**src/sv/mf3_pkg.sv**
```systemverilog
// ----------------------------------------------------------------------------
// mf3_pkg
// Shared constants and types of the 3x3 median filter.
// ----------------------------------------------------------------------------
package mf3_pkg;

  localparam int MAX_WIDTH_DEF  = 1024;
  localparam int PIXEL_BITS_DEF = 8;

  localparam int PORT_PIX_BITS  = 8;    // pixel_in / pixel_out port width
  localparam int CFG_W_BITS     = 11;   // image_width register
  localparam int CFG_H_BITS     = 13;   // image_height register
  localparam int ROW_BITS       = 13;   // row counters, reach height + 1
  localparam int MAX_HEIGHT     = 4096;

  localparam logic [CFG_W_BITS-1:0] WIDTH_RST  = CFG_W_BITS'(1024);
  localparam logic [CFG_H_BITS-1:0] HEIGHT_RST = CFG_H_BITS'(768);

  localparam int APB_ADDR_BITS = 3;
  localparam int APB_DATA_BITS = 32;

  // register index, taken from paddr[2]
  localparam logic REG_IMAGE_WIDTH  = 1'b0;
  localparam logic REG_IMAGE_HEIGHT = 1'b1;

  localparam logic MODE_PIXEL = 1'b0;
  localparam logic MODE_FLUSH = 1'b1;

  localparam int MID_DEPTH = 4;
  localparam int OUT_DEPTH = 8;

  // per-step control handed from the front to the back
  typedef struct packed {
    logic emit;     // step produces a result
    logic border;   // result is the unfiltered center pixel
    logic last;     // result closes the frame
  } mf3_ctrl_t;

  typedef struct packed {
    logic [PORT_PIX_BITS-1:0] pixel_out;
    logic                     frame_end;
  } mf3_result_t;

endpackage

```
**src/sv/mf3_front.sv**
```systemverilog
// ----------------------------------------------------------------------------
// mf3_front
// Raster position tracking: drops idle flushes, restarts frames and tags
// each step with its line store column and result class.
// ----------------------------------------------------------------------------
module mf3_front
  import mf3_pkg::*;
#(
  parameter int MAX_WIDTH  = MAX_WIDTH_DEF,
  parameter int PIXEL_BITS = PIXEL_BITS_DEF,
  localparam int COL_BITS  = $clog2(MAX_WIDTH),
  localparam int EW = (CFG_W_BITS > $clog2(MAX_WIDTH + 1)) ? CFG_W_BITS
                                                           : $clog2(MAX_WIDTH + 1)
) (
  input  logic                     clk,
  input  logic                     rst,
  input  logic                     cfg_restart,
  input  logic [EW-1:0]            width_eff,
  input  logic [ROW_BITS-1:0]      height_eff,
  input  logic                     in_valid,
  input  logic                     mode,
  input  logic [PORT_PIX_BITS-1:0] pixel_in,
  output logic                     step_valid,
  output logic [PIXEL_BITS-1:0]    step_pix,
  output logic [COL_BITS-1:0]      step_col,
  output mf3_ctrl_t                step_ctrl
);

  logic [COL_BITS-1:0] in_column, in_column_next;
  logic [ROW_BITS-1:0] in_row, in_row_next;
  logic [COL_BITS-1:0] out_column, out_column_next;
  logic [ROW_BITS-1:0] out_row, out_row_next;

  logic                flush, drop, restart, step;
  logic [COL_BITS-1:0] ic, oc;
  logic [ROW_BITS-1:0] ir, orow;
  logic [EW-1:0]       ic_inc, oc_inc, oc_ext;
  logic                emit, row_last, col_last, border, last;

  always_comb begin
    flush   = (mode == MODE_FLUSH);
    drop    = flush && (in_row < height_eff);
    restart = !flush && (in_row >= height_eff);   // pixel after a complete frame
    step    = in_valid && !drop;

    ic   = restart ? '0 : in_column;
    ir   = restart ? '0 : in_row;
    oc   = restart ? '0 : out_column;
    orow = restart ? '0 : out_row;

    ic_inc = EW'(ic) + EW'(1);
    oc_ext = EW'(oc);
    oc_inc = oc_ext + EW'(1);

    emit     = (ir >= ROW_BITS'(2)) || ((ir == ROW_BITS'(1)) && (ic != '0));
    row_last = (orow >= height_eff - ROW_BITS'(1));
    col_last = (oc_ext >= width_eff - EW'(1));
    border   = (orow == '0) || row_last || (oc == '0) || col_last;
    last     = row_last && col_last;

    in_column_next  = in_column;
    in_row_next     = in_row;
    out_column_next = out_column;
    out_row_next    = out_row;

    if (step) begin
      if (ic_inc >= width_eff) begin
        in_column_next = '0;
        in_row_next    = ir + ROW_BITS'(1);
      end else begin
        in_column_next = COL_BITS'(ic_inc);
        in_row_next    = ir;
      end
      out_column_next = oc;
      out_row_next    = orow;
      if (emit) begin
        if (last) begin
          in_column_next  = '0;
          in_row_next     = '0;
          out_column_next = '0;
          out_row_next    = '0;
        end else if (oc_inc >= width_eff) begin
          out_column_next = '0;
          out_row_next    = orow + ROW_BITS'(1);
        end else begin
          out_column_next = COL_BITS'(oc_inc);
        end
      end
    end
  end

  always_ff @(posedge clk) begin
    if (rst || cfg_restart) begin
      in_column  <= '0;
      in_row     <= '0;
      out_column <= '0;
      out_row    <= '0;
    end else begin
      in_column  <= in_column_next;
      in_row     <= in_row_next;
      out_column <= out_column_next;
      out_row    <= out_row_next;
    end
  end

  assign step_valid       = step;
  assign step_pix         = flush ? '0 : PIXEL_BITS'(pixel_in);
  assign step_col         = ic;
  assign step_ctrl.emit   = emit;
  assign step_ctrl.border = border;
  assign step_ctrl.last   = last;

endmodule

```
**config.mk**
```make
export PLATFORM = sky130hd
export DESIGN_NAME = mf3_front
export DESIGN_NICKNAME = d
export VERILOG_FILES = /design/src/sv/mf3_pkg.sv /design/src/sv/mf3_front.sv
export SDC_FILE = /design/constraint.sdc
export NUM_CORES = 1
export LEC_CHECK = 0
export BUFFER_PORTS_ARGS = -buffer_cell sky130_fd_sc_hd__buf_4
export CORE_AREA = 2 2 93 95
export DETAILED_ROUTE_END_ITERATION = 8
export DIE_AREA = 0 0 95 97
export PLACE_DENSITY = 0.81
export SLEW_MARGIN = 20
export SYNTH_ARGS = -nofsm -noshare
export SYNTH_HDL_FRONTEND = slang
export SYNTH_SLANG_ARGS = --single-unit
```
**constraint.sdc**
```tcl
create_clock -name clk -period 7.4 [get_ports clk]
set_input_delay 0.37 -clock clk [delete_from_list [all_inputs] [get_ports clk]]
set_output_delay 0.37 -clock clk [all_outputs]
set_load 0.01 [all_outputs]
```
==> results.cfg <==
[clock_network]
cts_root_buffer = clkbuf_8
ctsResizeCount = 0
htreeDepth = 2
cts.path.max_buffers = 2
insertion_delay_ns = 0.31
numClockSinks = 46
cts_buffers = 5
hold_buffers = 0
post_cts_buffers = 0
cts_tree = done
cts.reportedPaths.clkPinSlew_ns = 0.09

[pwr]
ir_worst_vdd_mv = 0.0666
p_switching_uw = 151
power.share.clock_pct = 30.7
p_int_uw = 356
swShare_pct = 29.7
p_leak_uw = 0.00249
pwr-share-seq_pct = 49.3
power.share.combinational_pct = 20.0
p_per_area_nw_per_um2 = 93.4

[yosys]
async_flop_share_pct = 0
syn_area_um2 = 4850
synthCells = 641
synth-edff-count = 0
syn_nets = 747
avgSynthCellArea_um2 = 7.56
ys_types = 62
ys.flop_type = dfxtp_1
yosys_warnings = 0
synth.ff_latch_count = 46
synth-seq-area-share_pct = 19.0

[global_route]
grt_pass1_wl_um = 23300
grt_util_met2_pct = 51.4
use_met1_pct = 40.0
grt_pass1_vias = 4927
met3_usage_pct = 4.13
top_usage_layer = met2
grt_usage_pct = 31.0
overflow = 0
antenna_found_initial = 0
grt_max_degree = 35

[setup_path]
path_cells = ha_1, and4_4, a21o_1, o31a_1, o21ai_2, nand2_1, inv_1, ha_1, nand3_1, nor4bb_1, ha_1, a21oi_1, o21ai_1, nor4_1, a21oi_1, a32oi_1, nor4_1, o311ai_1, o21a_1
critical_path.max_stage_delay_ns = 0.82
worstPathRequired_ns = 7.66
ff2ff_setup_slack_ns = 1.63
crit_path_end_kind = flop
start_kind = flop
criticalPathCategory = reg -> reg
cp_max_fo = 18
cp_slowest_cell = a32oi_1
arrival_ns = 6.03
path_common_cell = ha_1

[sta]
slew_headroom_pct = 32.5
setup_tns_ns = 0
fmax_mhz = 173
tightest_slew_ns = 1.01
finalCritPeriodShare_pct = 77.9
fin_crit_ns = 5.77
hold_viol = 0
fin_skew_ns = 0.00616
slew_viol_final = 0
rsz0062_at_grt = false
setup_viol = 0
setup_ws_ns = 1.63

[hold_path]
min_path_type = in -> reg

[final_layout]
layout.nets = 790
drive_gt1_share_pct = 12.4
register_area_um2 = 921
num_antenna_cells = 0
fillers = 725
multi_input_area_um2 = 3650
syn2layout_area_growth_pct = 11.8

[route]
wl_um = 13900
drt_iter0_drc = 400
vias = 5056
antenna_left = 0
drc = 0
detail_route.vias_per_cell = 6.41
drt_pass1_iterations = 5
wire_per_inst_um = 17.6

[place]
globalplace.congestion = 0.915
dp_worst_setup_slack_ns = 1.68
hpwlAfterDp_um = 10900
portBuffers = 58

[floorplanning]
ioPinCount = 59
die-width_um = 95
core_um2 = 8130
die_y_um = 97
num_rows = 33
dieArea_um2 = 9220
initial_utilization_pct = 59.6

[run_status]
outcome = complete, no violations

[run]
cap_viol_max_count = 0
==> critical path: cells and delay by family (launching register included) <==
family,cells,cell delay (ns)
AO/OA/AOI/OAI,9,2.81
AND/OR/NAND/NOR,6,1.33
adder cells (fa/ha/maj),3,0.90
flip-flops,1,0.55
buffers and inverters,1,0.13
==> through the flow <==
stage / total power, uW / utilization, % / std cells / cell area (um2) / hold slack (ns)
after global placement: 351 / 65.7 / 782 / 5340 / 0.489
after detailed placement: 355 / 65.7 / 782 / 5340 / 0.500
after global routing: 524 / 66.6 / 789 / 5420 / 0.482
after CTS: 503 / 66.6 / 789 / 5420 / 0.453
after floorplan: 314 / - / 641 / 4850 / 0.460
final: 506 / 66.6 / 789 / 5420 / 0.464
==> cells in the final DEF (no fill, tap or decap), types with 25 or more instances in the layout <==
cell / instances
ha_1: 69
buf_4: 62
nor2_1: 53
dfxtp_1: 46
inv_1: 44
nand2_1: 44
nand3_1: 42
and2_1: 28
a21oi_1: 26
xnor2_1: 25
==> sequential cells by signal, summed over array words and instances (netlist names) <==
name,cells
out_column,10
out_row,13
in_column,10
in_row,13
==> kinds of logic (layout without fill, tap and decap cells) <==
| logic type | after synthesis | in the layout | share of synthesized area, % |
|---|---|---|---|
| adders and majority gates | 69 | 69 | 17.8 |
| and+or+nand+nor | 268 | 268 | 28.8 |
| AOI/OAI and AO/OA | 147 | 147 | 21.3 |
| buffers and inverters | 73 | 116 | 6.19 |
| xor gates and xnor gates | 38 | 38 | 6.86 |
| DFF | 46 | 46 | 19.0 |
==> Yosys cell counts, types with 3 or more instances <==
cell	instances	share of area (%)
o21a_1	11	1.7
and2_1	28	3.6
ha_1	69	18
clkbuf_1	14	1.1
nor2b_1	10	1.3
nand2b_1	3	0.39
a31oi_1	11	1.4
nor2_1	53	4.1
o21ai_0	11	1.1
inv_1	44	3.4
o21ai_1	11	1.1
or4_1	8	1.2
nand2_1	44	3.4
nor4_1	17	2.2
a21boi_1	3	0.46
inv_2	3	0.23
xnor2_1	25	4.5
a21oi_1	27	2.8
a22o_1	12	2.2
and3_1	11	1.4
a21o_1	14	2.2
and4_1	3	0.54
xor2_1	13	2.3
dfxtp_1	46	19
a221oi_1	4	0.72
buf_4	3	0.46
o22a_1	3	0.54
nand3_1	42	4.3
o31ai_1	8	1.2
a211oi_1	8	1.2
buf_2	6	0.62
or3_1	3	0.39
nand4_1	16	2.1
o311ai_1	4	0.72
nor3_1	21	2.2
==> final cells by class <==
type	count	share of cell area, %
Sequential cell	46	17.0
Clock inverter	2	0.185
Tap cell	105	2.42
Timing Repair Buffer	62	8.59
Clock buffer	5	1.27
Multi-Input combinational cell	522	67.3
Inverter	47	3.25
==> power groups by stage <==
stage / Clock [uW] / Combinational [uW] / Sequential [uW]
floorplan: 0 / 58.7 / 255
global placement: 0 / 95.9 / 255
detailed placement: 0 / 99.6 / 255
CTS: 153 / 100 / 249
global route: 161 / 113 / 250
finish: 156 / 101 / 250
==> metal layers <==
| layer | part of all wire, % | up-vias |
|---|---|---|
| met5 | 0 | - |
| met4 | 3.3 | 0 |
| met3 | 7.2 | 43 |
| met2 | 48 | 233 |
| met1 | 42 | 2351 |
| li1 | - | 2429 |
==> final timing paths <==
| check | to | from | depth (start not counted) |
|---|---|---|---|
| setup / recovery | out_row[12] | in_row[2] | 19 |
| setup reg to reg | out_row[12] | in_row[2] | 19 |
| hold / removal | out_column[1] | rst | 4 |
| hold reg to reg | out_row[7] | out_row[7] | 2 |
(Power assumes the default switching activity.)
