[src/sv/mf3_fifo.sv]
// ----------------------------------------------------------------------------
// mf3_fifo
// Small register-based queue with occupancy count.
// ----------------------------------------------------------------------------
module mf3_fifo #(
  parameter int DEPTH  = 4,
  parameter int DATA_W = 8
) (
  input  logic                       clk,
  input  logic                       rst,
  input  logic                       push,
  input  logic [DATA_W-1:0]          wr_data,
  output logic                       full,
  input  logic                       pop,
  output logic [DATA_W-1:0]          rd_data,
  output logic                       empty,
  output logic [$clog2(DEPTH+1)-1:0] count
);

  localparam int AW = (DEPTH > 1) ? $clog2(DEPTH) : 1;
  localparam int CW = $clog2(DEPTH + 1);

  logic [DATA_W-1:0] store [DEPTH];
  logic [AW-1:0]     wr_ptr;
  logic [AW-1:0]     rd_ptr;
  logic              push_ok;
  logic              pop_ok;

  assign full    = (count == CW'(DEPTH));
  assign empty   = (count == '0);
  assign push_ok = push && !full;
  assign pop_ok  = pop && !empty;
  assign rd_data = store[rd_ptr];

  always_ff @(posedge clk) begin
    if (rst) begin
      wr_ptr <= '0;
      rd_ptr <= '0;
      count  <= '0;
    end else begin
      if (push_ok) begin
        wr_ptr <= (wr_ptr == AW'(DEPTH - 1)) ? '0 : wr_ptr + AW'(1);
      end
      if (pop_ok) begin
        rd_ptr <= (rd_ptr == AW'(DEPTH - 1)) ? '0 : rd_ptr + AW'(1);
      end
      case ({push_ok, pop_ok})
        2'b10: count <= count + CW'(1);
        2'b01: count <= count - CW'(1);
        default: count <= count;
      endcase
    end
  end

  always_ff @(posedge clk) begin
    if (push_ok) begin
      store[wr_ptr] <= wr_data;
    end
  end

endmodule

[config.mk]
export PLATFORM = sky130hd
export DESIGN_NAME = mf3_fifo
export DESIGN_NICKNAME = d
export VERILOG_FILES = /design/src/sv/mf3_fifo.sv
export SDC_FILE = /design/constraint.sdc
export NUM_CORES = 1
export LEC_CHECK = 0
export ABC_AREA = 1
export ABC_CLOCK_PERIOD_IN_PS = 2700
export BUFFER_PORTS_ARGS = -buffer_cell sky130_fd_sc_hd__buf_2
export CAP_MARGIN = 25
export CORE_UTILIZATION = 55
export DETAILED_ROUTE_END_ITERATION = 8
export PLACE_DENSITY = 0.77
export SYNTH_ARGS = -nofsm -noshare
export SYNTH_HDL_FRONTEND = slang
export SYNTH_SLANG_ARGS = --single-unit
[constraint.sdc]
create_clock -name clk -period 2.7 [get_ports clk]
set_input_delay 0.81 -clock clk [delete_from_list [all_inputs] [get_ports clk]]
set_output_delay 0.81 -clock clk [all_outputs]
set_load 0.02 [all_outputs]
==> impl_metrics.json, run 1 <==
{
  "insertion_delay_ns": 0.34,
  "placedCellCount": 206,
  "synth_top_area_share_pct": 56.5,
  "synthTopCellsByArea": "edfxtp_1 (57%), dfxtp_1 (11%), nor2_1 (5.7%), ha_1 (4.4%), inv_1 (4.2%)",
  "synth_top_area_cell": "edfxtp_1",
  "ys_top_cells_by_count": "edfxtp_1 (32), nor2_1 (26), inv_1 (19)",
  "rrSetupSlack_ns": 0.80,
  "fin_util_pct": 69.3,
  "post-route-min-period_ns": 2.38,
  "status": "complete, but fails checks",
  "cts_tree": "built",
  "grtUsageMet1_pct": 22.0,
  "hold_path_depth": 2,
  "root_buffer": "clkbuf_4",
  "tns_ns": 0,
  "synth_area_per_cell_sq_um": 11.5,
  "maxCapViolCount": 0,
  "ios": 25,
  "syn-num-nets": 167,
  "syn-cell-area_sq_um": 1700,
  "setup_viol": 0,
  "crit_type": "register to output port",
  "grt_pass1_wl_um": 4710,
  "viasPerCell": 5.26,
  "dieArea_sq_um": 3320,
  "io_buffers": 24,
  "grt_busiest_layer": "met2",
  "setup.worst_path.end_class": "output port",
  "cts_setup_buffers": 0,
  "synth-seq-cells": 41,
  "hold_class": "register to register",
  "rsz0062_at_grt": "false",
  "placementRows": 19,
  "slew_viol_final": 0,
  "route.detailed.drc": 3,
  "required_ns": 1.89,
  "globalplace.congestion": 0.772,
  "drt_wl_total_um": 2920,
  "grt_max_degree": 17,
  "worst_pin_slew_ns": 0.331,
  "min_period_over_period_pct": 88.3,
  "fmax_ghz": 0.420,
  "vias": 1125,
  "vdd_ir_drop_max_mv": 0.709,
  "drt_pass1_iterations": 8,
  "instances_no_fill": 214,
  "r2r_start": "count[1]$_SDFFE_PP0P_",
  "drive_gt1_share_pct": 23.0,
  "clock-sinks": 41,
  "relSlewSlack_pct": 77.9,
  "nNetsFinal": 201,
  "antenna_cells": 0,
  "total_power_mw": 1.98,
  "ys_seq_area_share_pct": 67.1,
  "cts_buffer_depth": 2,
  "hold_viol_final": 0,
  "fp.dieH_um": 57.6,
  "power_density_nw_per_um2": 1000,
  "grtUsageTotal_pct": 20.2,
  "ys.flop_type": "edfxtp_1",
  "wire_per_inst_um": 13.6,
  "crit_fanout": 16,
  "crit_arrival_ns": 1.57,
  "antenna_found_initial": 0,
  "p_leak_nw": 0.832,
  "r2r-end": "count[2]$_SDFFE_PP0P_",
  "syn2layout_area_growth_pct": 16.3,
  "async_reset_ff_share_pct": 0,
  "antenna_left": 0,
  "first_iter_violations": 34,
  "start_util_pct": 59.6,
  "use_met3_pct": 5.90,
  "hpwl_um": 2090,
  "postCtsResizedCells": 0,
  "synth.most_common_cell": "edfxtp_1",
  "hold_start": "rd_ptr[1]$_SDFFE_PP0P_",
  "synth_cell_type_count": 18,
  "ys_warn_count": 0,
  "reg2reg_depth": 11,
  "cts_hold_buffers": 0,
  "clk_pin_slew_ns": 0.12,
  "skew_ns": 0.0113,
  "synth_cells": 148,
  "grt_overflow": 0,
  "grt_pass1_vias": 1098,
  "grt_util_met2_pct": 35.0,
  "violations": "design-rule violations",
  "cts_buffers": 5,
  "htreeDepth": 2,
  "critPathLaunchType": "register",
  "die_w_um": 57.6,
  "core-area_sq_um": 2850,
  "synth_edf_count": 32
}
==> logic make-up (layout without fill, tap and decap cells) <==
family                     after synthesis  count (layout)  synth area share, %
AOI/OAI and AO/OA                       31              31                 10.2
buffers and inverters                   22              57                 5.74
and+or+nand+nor                         47              47                 11.4
adders and majority gates                7               7                 5.59
DFF                                     41              41                 67.1
==> critical path, cell delays in order (launching register included) <==
cell and delay [ns]:
dfxtp_1 0.54, inv_2 0.21, o21ai_0 0.22, o22ai_1 0.10, buf_2 0.16
==> cells in the final DEF (no fill, tap or decap), types with 5 or more instances in the layout <==
master,count
nor2_1,26
clkbuf_4,5
nand2_1,14
buf_4,5
dfxtp_1,9
edfxtp_1,32
ha_1,6
a21oi_1,5
o21ai_0,14
inv_1,19
o22ai_1,8
buf_2,24
==> layout make-up <==
type	count	area, sq um
Sequential cell	41	1140
Fill cell	224	876
Multi-Input combinational cell	85	462
Timing Repair Buffer	29	158
Inverter	20	75.1
Clock inverter	3	65.1
Tap cell	31	38.8
Clock buffer	5	37.5
==> sequential cells by signal (all words and copies together), names as in the netlist, named ones only <==
name    count
store      32
wr_ptr      2
count       3
rd_ptr      2
==> through the flow <==
stage	area (sq um)	hold slack [ns]	worst slack (ns)
floorplan	1700	0.483	0.793
finish	1980	0.526	0.316
detailed placement	1870	0.517	0.513
global placement	1870	0.505	0.618
CTS	1980	0.531	0.278
global route	1980	0.580	0.154
==> report_power, final <==
group	internal (mW)	leakage, nW	switching (mW)	total, mW
sequential	0.773	0.368	0.0638	0.836
clock	0.287	0.0552	0.186	0.472
combinational	0.230	0.409	0.445	0.675
==> routing by layer <==
metal | wire [um] | vias to the layer above
met1 | 1190 | 526
met5 | 0 | -
met4 | 58 | 0
li1 | - | 574
met3 | 123 | 4
met2 | 1550 | 21
==> worst max-delay path by stage <==
| stage | startpoint | end | slack (ns) | cells after the start |
|---|---|---|---|---|
| 2_1_floorplan | push | count[2]$_SDFFE_PP0P_ | 0.79 | 10 |
| 3_3_place_gp | push | count[2]$_SDFFE_PP0P_ | 0.62 | 11 |
| 3_5_place_dp | push | count[2]$_SDFFE_PP0P_ | 0.51 | 10 |
| 4_1_cts | register | rd_data[6] | 0.28 | 4 |
| 5_1_grt | register | rd_data[0] | 0.15 | 4 |
| 6_report | register | rd_data[6] | 0.32 | 4 |
Power figures use the tool's default switching activity.
==> inputs of run 2 (changes only) <==
CORE_UTILIZATION = 59   (was 55)
PLACE_DENSITY = 0.82   (was 0.77)
==> impl_metrics.json, run 2 (synthesized netlist as in run 1, its figures left out) <==
{
  "status": "completed",
  "postCtsResizedCells": 0,
  "viasPerCell": 5.44,
  "globalplace.congestion": 0.807,
  "seq_area_sq_um": 1140,
  "crit_fanout": 9,
  "largest_register_ffs": 32,
  "cts_hold_buffers": 0,
  "hpwl_um": 2210,
  "grt_overflow": 0,
  "hold_viol_final": 0,
  "post-route-min-period_ns": 2.37,
  "core-area_sq_um": 2730,
  "drt_wl_total_um": 3010,
  "grt_max_degree": 17,
  "critPathLaunchType": "register",
  "vdd_ir_drop_max_mv": 0.821,
  "fmax_ghz": 0.421,
  "grt_util_met2_pct": 39.2,
  "slew_viol_final": 0,
  "hold_path_depth": 2,
  "insertion_delay_ns": 0.34,
  "antenna_left": 0,
  "ios": 25,
  "grt_busiest_layer": "met2",
  "min_period_over_period_pct": 88.0,
  "regMostFlops": "store",
  "maxCapViolCount": 0,
  "rsz0062_at_grt": "false",
  "crit_type": "register to output port",
  "hold_class": "register to register",
  "route.detailed.drc": 0,
  "dieArea_sq_um": 3100,
  "use_met3_pct": 7.67,
  "htreeDepth": 2,
  "fp.dieH_um": 55.7,
  "grtUsageMet1_pct": 24.9,
  "reg2reg_depth": 12,
  "grtUsageTotal_pct": 23.0,
  "relSlewSlack_pct": 79.0,
  "start_util_pct": 62.2,
  "nFillCells": 218,
  "required_ns": 1.89,
  "critPathSlowestCell": "dfxtp_1",
  "final_cell_mix": "edfxtp_1 (32), nor2_1 (26), buf_2 (24)",
  "antenna_found_initial": 0,
  "grt_pass1_vias": 1197,
  "placementRows": 19,
  "cts_buffer_depth": 2,
  "wire_per_inst_um": 14.0,
  "worst_pin_slew_ns": 0.314,
  "cts_tree": "built",
  "max_stage_delay_ns": 0.42,
  "cp_cell_sequence": "inv_1 -> o21ai_0 -> o22ai_1 -> buf_2",
  "drive_gt1_share_pct": 23.0,
  "multiInputGateArea_sq_um": 462,
  "clk_pin_slew_ns": 0.12,
  "total_power_mw": 1.87,
  "setup.worst_path.end_class": "output port",
  "root_buffer": "clkbuf_4",
  "p_leak_nw": 0.817,
  "fin_util_pct": 71.4,
  "vias": 1164,
  "grt_pass1_wl_um": 5220,
  "die_w_um": 55.7,
  "skew_ns": 0.00465,
  "first_iter_violations": 48,
  "drt_pass1_iterations": 4,
  "cts_buffers": 5,
  "antenna_cells": 0,
  "crit_arrival_ns": 1.56,
  "setup_viol": 0,
  "reg_top3": "store: 32 flops, count: 3 flops",
  "clock-sinks": 41,
  "syn2layout_area_growth_pct": 14.9,
  "tns_ns": 0,
  "power_density_nw_per_um2": 957,
  "nNetsFinal": 201,
  "cts_setup_buffers": 0,
  "io_buffers": 24,
  "layout_commonest_cell": "edfxtp_1"
}
## run 2: cell type report
type / instances / share of cell area, %
sequential: 41 / 58.4
inverter: 20 / 3.84
clock inverter: 2 / 0.833
tap: 31 / 1.99
timing repair buffer: 29 / 8.07
clock buffer: 6 / 3.20
multi-input combinational: 85 / 23.6
## run 2: per-stage QoR
stage / area, sq um / hold slack, ns / std cells / setup slack, ns
3_5_place_dp: 1870 / 0.532 / 206 / 0.503
3_3_place_gp: 1870 / 0.509 / 206 / 0.618
5_1_grt: 1950 / 0.592 / 214 / 0.197
2_1_floorplan: 1700 / 0.483 / 148 / 0.793
6_report: 1950 / 0.547 / 214 / 0.325
4_1_cts: 1950 / 0.552 / 214 / 0.320
## run 2: per-layer routing
| layer | up-vias | routed length (um) |
|---|---|---|
| li1 | 575 | - |
| met1 | 556 | 1170 |
| met2 | 26 | 1670 |
| met3 | 7 | 105 |
| met4 | 0 | 64 |
| met5 | - | 0 |
## run 2: path summary, 6_finish.rpt
check	startpoint	endpoint	slack, ns
worst min-delay path	rd_ptr[1]$_SDFFE_PP0P_	rd_ptr[1]$_SDFFE_PP0P_	0.55
worst max-delay path	register	rd_data[5]	0.33
worst min register to register	rd_ptr[1]$_SDFFE_PP0P_	rd_ptr[1]$_SDFFE_PP0P_	0.55
worst max register to register	count[0]$_SDFFE_PP0P_	count[2]$_SDFFE_PP0P_	0.74
## run 2: where the power goes
group	internal, mW	switching [mW]	leakage (nW)
combinational	0.229	0.451	0.409
sequential	0.773	0.0632	0.368
clock	0.159	0.193	0.0396
total	1.16	0.708	0.817
## run 2: worst max-delay path, delay by kind of cell, from the launching register on
kind	cells	cell delay [ns]
flip-flops	1	0.42
buffers and inverters	2	0.47
AO/OA/AOI/OAI	2	0.34
==> inputs of run 3 (changes only) <==
CORE_MARGIN = 4   (was not set)
==> impl_metrics.json, run 3 (synthesized netlist as in run 1, its figures left out) <==
{
  "status": "completed",
  "route.detailed.drc": 0,
  "p_leak_nw": 0.824,
  "viasPerCell": 5.36,
  "setup_viol": 0,
  "critPathLaunchType": "register",
  "setup.worst_path.end_class": "output port",
  "fin_util_pct": 71.0,
  "hpwl_um": 2160,
  "reg_top3": "store: 32 flops, count: 3 flops",
  "maxCapViolCount": 0,
  "total_power_mw": 1.88,
  "post-route-min-period_ns": 2.35,
  "die_w_um": 61.7,
  "required_ns": 1.89,
  "grtUsageTotal_pct": 17.8,
  "insertion_delay_ns": 0.34,
  "instances_no_fill": 214,
  "htreeDepth": 2,
  "regMostFlops": "store",
  "grt_max_degree": 17,
  "fp.dieH_um": 61.7,
  "grt_pass1_vias": 1147,
  "grt_overflow": 0,
  "ios": 25,
  "multiInputGateArea_sq_um": 462,
  "wire_per_inst_um": 13.9,
  "min_period_over_period_pct": 87.2,
  "globalplace.congestion": 0.730,
  "skew_ns": 0.00874,
  "crit_fanout": 9,
  "io_buffers": 24,
  "dieArea_sq_um": 3810,
  "vdd_ir_drop_max_mv": 0.774,
  "first_iter_violations": 50,
  "drive_gt1_share_pct": 23.0,
  "drt_pass1_iterations": 4,
  "placed_cell_area_sq_um": 1870,
  "layout_commonest_cell": "edfxtp_1",
  "core-area_sq_um": 2760,
  "clk_pin_slew_ns": 0.11,
  "nNetsFinal": 201,
  "nFillCells": 216,
  "cts_tree": "built",
  "fmax_ghz": 0.425,
  "relSlewSlack_pct": 80.2,
  "antenna_left": 0,
  "fin_area_sq_um": 1960,
  "clock-sinks": 41,
  "hold_ws_ns": 0.539,
  "seq_area_sq_um": 1140,
  "hold_class": "register to register",
  "postCtsResizedCells": 0,
  "tns_ns": 0,
  "root_buffer": "clkbuf_4",
  "drt_wl_total_um": 2980,
  "power_density_nw_per_um2": 959,
  "grt_pass1_wl_um": 4730,
  "start_util_pct": 61.7,
  "cts_buffer_depth": 2,
  "cts_setup_buffers": 0,
  "vias": 1148,
  "antenna_cells": 0,
  "slew_viol_final": 0,
  "placedCellCount": 206,
  "crit_arrival_ns": 1.54,
  "rsz0062_at_grt": "false",
  "dp_slack_ns": 0.539,
  "placementRows": 19,
  "cts_hold_buffers": 0,
  "final_cell_mix": "edfxtp_1 (32), nor2_1 (26), buf_2 (24)",
  "setup_slack_ns": 0.347,
  "worst_pin_slew_ns": 0.297,
  "crit_type": "register to output port",
  "largest_register_ffs": 32,
  "syn2layout_area_growth_pct": 15.1,
  "antenna_found_initial": 0,
  "hold_viol_final": 0,
  "cts_buffers": 5
}
run 3: cell count changes in the layout (fill, tap and decap cells not counted):
cell,before,now
clkinvlp_4,1,0
clkinv_4,1,0
clkbuf_8,0,1
inv_4,0,1
run 3: metal layers:
layer | share of wire, % | global-route usage, % | up-vias
met1 | 39 | 17.5 | 551
met4 | 1.1 | 6.36 | 0
met2 | 56 | 34.2 | 19
met5 | 0 | 0 | -
met3 | 3.9 | 5.87 | 5
li1 | - | - | 573
run 3: worst paths after layout:
path,startpoint,endpoint,slack (ns),cells after the start
setup / recovery,register,rd_data[1],0.35,4
hold / removal,rd_ptr[1]$_SDFFE_PP0P_,rd_ptr[1]$_SDFFE_PP0P_,0.54,2
setup reg to reg,count[0]$_SDFFE_PP0P_,count[2]$_SDFFE_PP0P_,0.82,12
hold reg to reg,rd_ptr[1]$_SDFFE_PP0P_,rd_ptr[1]$_SDFFE_PP0P_,0.54,2
run 3: area by class of cell:
class	instances	share of cell area (%)
clock buffers	7	3.90
clock inverters	1	0.320
inverters	20	3.84
multi-input cells	85	23.6
flip-flops and latches	41	58.3
well taps	31	1.98
repair buffers	29	8.06
run 3: worst max-delay path, cell delays in order (launching register included):
cell and delay [ns]:
dfxtp_1 0.42, inv_1 0.27, o21ai_0 0.14, o22ai_1 0.18
buf_2 0.20
run 3: power breakdown:
group	internal (mW)	total (mW)	leakage, nW	switching [mW]
Combinational	0.229	0.673	0.409	0.443
Sequential	0.773	0.834	0.368	0.0612
Clock	0.184	0.370	0.0470	0.186
